<file path="src/rtl/core/phteg_ram.sv">
// ----------------------------------------------------------------------------
// phteg_ram
// Generic single write port, single read port RAM with registered read.
// ----------------------------------------------------------------------------
module phteg_ram #(
    parameter int WIDTH = 8,
    parameter int DEPTH = 16,
    parameter int AW    = (DEPTH > 1) ? $clog2(DEPTH) : 1
) (
    input  logic             i_clk,
    input  logic             i_we,
    input  logic [AW-1:0]    i_waddr,
    input  logic [WIDTH-1:0] i_wdata,
    input  logic [AW-1:0]    i_raddr,
    output logic [WIDTH-1:0] o_rdata
);
    logic [WIDTH-1:0] r_mem [DEPTH];

    always_ff @(posedge i_clk) begin
        if (i_we) begin
            r_mem[i_waddr] <= i_wdata;
        end
        o_rdata <= r_mem[i_raddr];
    end
endmodule

</file>
<file path="config.mk">
export PLATFORM = sky130hd
export DESIGN_NAME = phteg_ram
export DESIGN_NICKNAME = d
export VERILOG_FILES = /design/src/rtl/core/phteg_ram.sv
export SDC_FILE = /design/constraint.sdc
export NUM_CORES = 1
export LEC_CHECK = 0
export BUFFER_PORTS_ARGS = -buffer_cell sky130_fd_sc_hd__buf_2
export CORE_ASPECT_RATIO = 0.8
export CORE_MARGIN = 4
export CORE_UTILIZATION = 33
export CTS_CLUSTER_SIZE = 30
export DETAILED_ROUTE_END_ITERATION = 10
export PLACE_DENSITY = 0.45
export SLEW_MARGIN = 15
export SYNTH_ARGS = -nofsm -noshare
export SYNTH_HDL_FRONTEND = slang
export SYNTH_SLANG_ARGS = --single-unit
</file>
<file path="constraint.sdc">
create_clock -name i_clk -period 2.75 [get_ports i_clk]
set_clock_uncertainty 0.15 [all_clocks]
set_input_delay 0.55 -clock i_clk [delete_from_list [all_inputs] [get_ports i_clk]]
set_output_delay 0.55 -clock i_clk [all_outputs]
set_load 0.1 [all_outputs]
</file>
==> results.toml <==
[sta]
setup_slack_ns = 0.7920
setup_violations = 0
fin_tns_setup_ns = 0
max_freq_ghz = 0.5107
hold_viol_final = 0
finalCritPeriodShare_pct = 71.20
slew_viol_final = 0
worstMarginPinSlew_ns = 0.7495
rsz0062_at_grt = "false"
period_needed_ns = 1.958
maxSlewHeadroom_pct = 49.85

[synth]
synth-seq-cells = 136
netlist_area_um2 = 5147
yosysSeqAreaShare_pct = 77.78
ys.flop_type = "edfxtp_1"
syn_area_per_cell_um2 = 22.48
yosysTopAreaCell = "edfxtp_1"
ys_warn_count = 0
yosys-top-cells-count = "edfxtp_1 (128), mux4_2 (18), a22oi_1 (16)"
async_reset_ff_share_pct = 0
synth_fp_nets = 247
yosysMostFrequentCell = "edfxtp_1"
synth-edff-count = 128
ys_top_cells_by_area = "edfxtp_1 (75%), mux4_2 (7.9%), mux4_1 (7.1%), dfxtp_1 (3.1%), a22oi_1 (2.3%)"
yosysTopAreaCellShare_pct = 74.67
syn-instance-count = 229
ys_types = 19

[finish]
final_cells = 506
final_util_pct = 41.55
num-fill-cells = 1316
drive_gt1_share_pct = 32.09
antenna_cells = 0
synthToLayoutAreaGrowth_pct = 22.41
layout.nets = 301

[worst_setup_path]
required_ns = 2.05
slowest_stage = "buf_2"
critPathArrivalTime_ns = 1.26
crit_path_end_kind = "output port"
critPathLaunchType = "flip-flop"
cp_max_fo = 1
cp_num_cells = 1
crit_type = "reg2out"
critPathBufInv = 1
max_stage_delay_ns = 0.46
ff2ff_setup_slack_ns = 1.26
crit_family = "buffers and inverters"
worstPathCellList = "buf_2"
r2r_cells = 3

[clocking]
post_cts_buffers = 0
cts_hold_buf = 0
htreeDepth = 4
clk_latency_ns = 0.40
clock_path_buffers = 2
path_clk_slew_ns = 0.06
cts_buffers = 17
cts_tree = "done"
clock-sinks = 136
clockRootBuffer = "clkbuf_16"
cts-resized-gates = 0

[place]
gp_congestion = 0.6934
post-place-ws_ns = 0.5340
post-dp-hpwl_um = 6920
place_inst = 474
io_buffers = 25

[floorplan]
initial_core_util_pct = 33.94
die_x_um = 147.6
io_pins = 26
rows = 40
fp.dieH_um = 119.7
die-area_um2 = 17670
core_um2 = 15160

[pwr]
p_per_area_nw_per_um2 = 827.5
total_power_mw = 5.214
p_leak_nw = 2.139
ir_drop_uv = 424.3

[routing]
wl_met1_um = 5386
wl_met2_um = 5002
wl_um = 10870
vias_per_cell = 4.743
drc = 0
wl_per_cell_um = 21.49
wl_met3_um = 389
drtIter0Drc = 146
first_pass_iters = 4
highest_layer = "met4"
num_vias = 2400
ant_nets = 0

[grt]
grt_max_degree = 33
antenna_found_initial = 0
grt-ovfl-total = 0
grt_pass1_vias = 2552
grt_pass1_wl_um = 16640
grt_usage_pct = 13.30

[min_path]
worstHoldPathCells = 1
hold_path.class = "in2reg"

[job]
maxCapViolations = 0

[run_status]
status = "finished clean"
## where the power goes
part / internal, mW / switching, mW / leakage (nW) / total (mW)
Sequential: 2.32 / 0.0163 / 1.22 / 2.33
Clock: 1.74 / 0.818 / 0.330 / 2.56
Combinational: 0.0941 / 0.224 / 0.585 / 0.318
Total: 4.16 / 1.06 / 2.14 / 5.21
## area by class of cell
class / count / area [um^2] / share of cell area (%)
Clock inverter: 13 / 224.0 / 3.554
Timing Repair Buffer: 45 / 300.3 / 4.766
Multi-Input combinational cell: 83 / 1057 / 16.78
Sequential cell: 136 / 4004 / 63.54
Clock buffer: 19 / 452.9 / 7.188
Tap cell: 210 / 262.8 / 4.170
## metal layers
metal,global-route usage (%),vias up
met1,19.47,1264
met2,19.54,46
met4,3.667,0
li1,-,1081
met5,0,-
met3,3.737,9
## layout by cell type (no fill, tap or decap), drive strengths merged
cell type / instances
bufinv: 6
and2: 1
mux4: 32
a22oi: 16
nor2: 13
nand3b: 2
nor3: 4
and2b: 1
edfxtp: 128
nand2: 9
nand2b: 2
or3b: 1
clkinvlp: 1
clkbuf: 19
nor2b: 1
nand3: 1
dfxtp: 8
clkinv: 6
buf: 45
## kinds of logic (layout without fill, tap and decap cells)
| family | Yosys count | count (layout) | synth area share [%] |
|---|---|---|---|
| compound gates | 16 | 16 | 2.334 |
| mux | 32 | 32 | 15.02 |
| simple gates | 35 | 35 | 3.184 |
| flops | 136 | 136 | 77.78 |
| buf+inv | 10 | 77 | 1.677 |
## state kept, by name, summed over array words and instances, names as in the netlist
name / flops
o_rdata: 8
r_mem: 128
## path summary, 6_finish.rpt
check | startpoint | endpoint
worst max-delay path | o_rdata[6] | o_rdata[6]
worst min-delay path | i_wdata[7] | r_mem[11][7]
worst max register to register | r_mem[1][1] | o_rdata[1]
worst min register to register | r_mem[7][3] | o_rdata[3]
## stage by stage
stage | instance area [um^2] | hold slack (ns)
floorplan | 5147 | 0.4793
global placement | 5624 | 0.5128
detailed placement | 5624 | 0.5192
CTS | 6301 | 0.3730
global route | 6301 | 0.3882
finish | 6301 | 0.3871
Note: power is estimated with default switching activity, not from simulation.
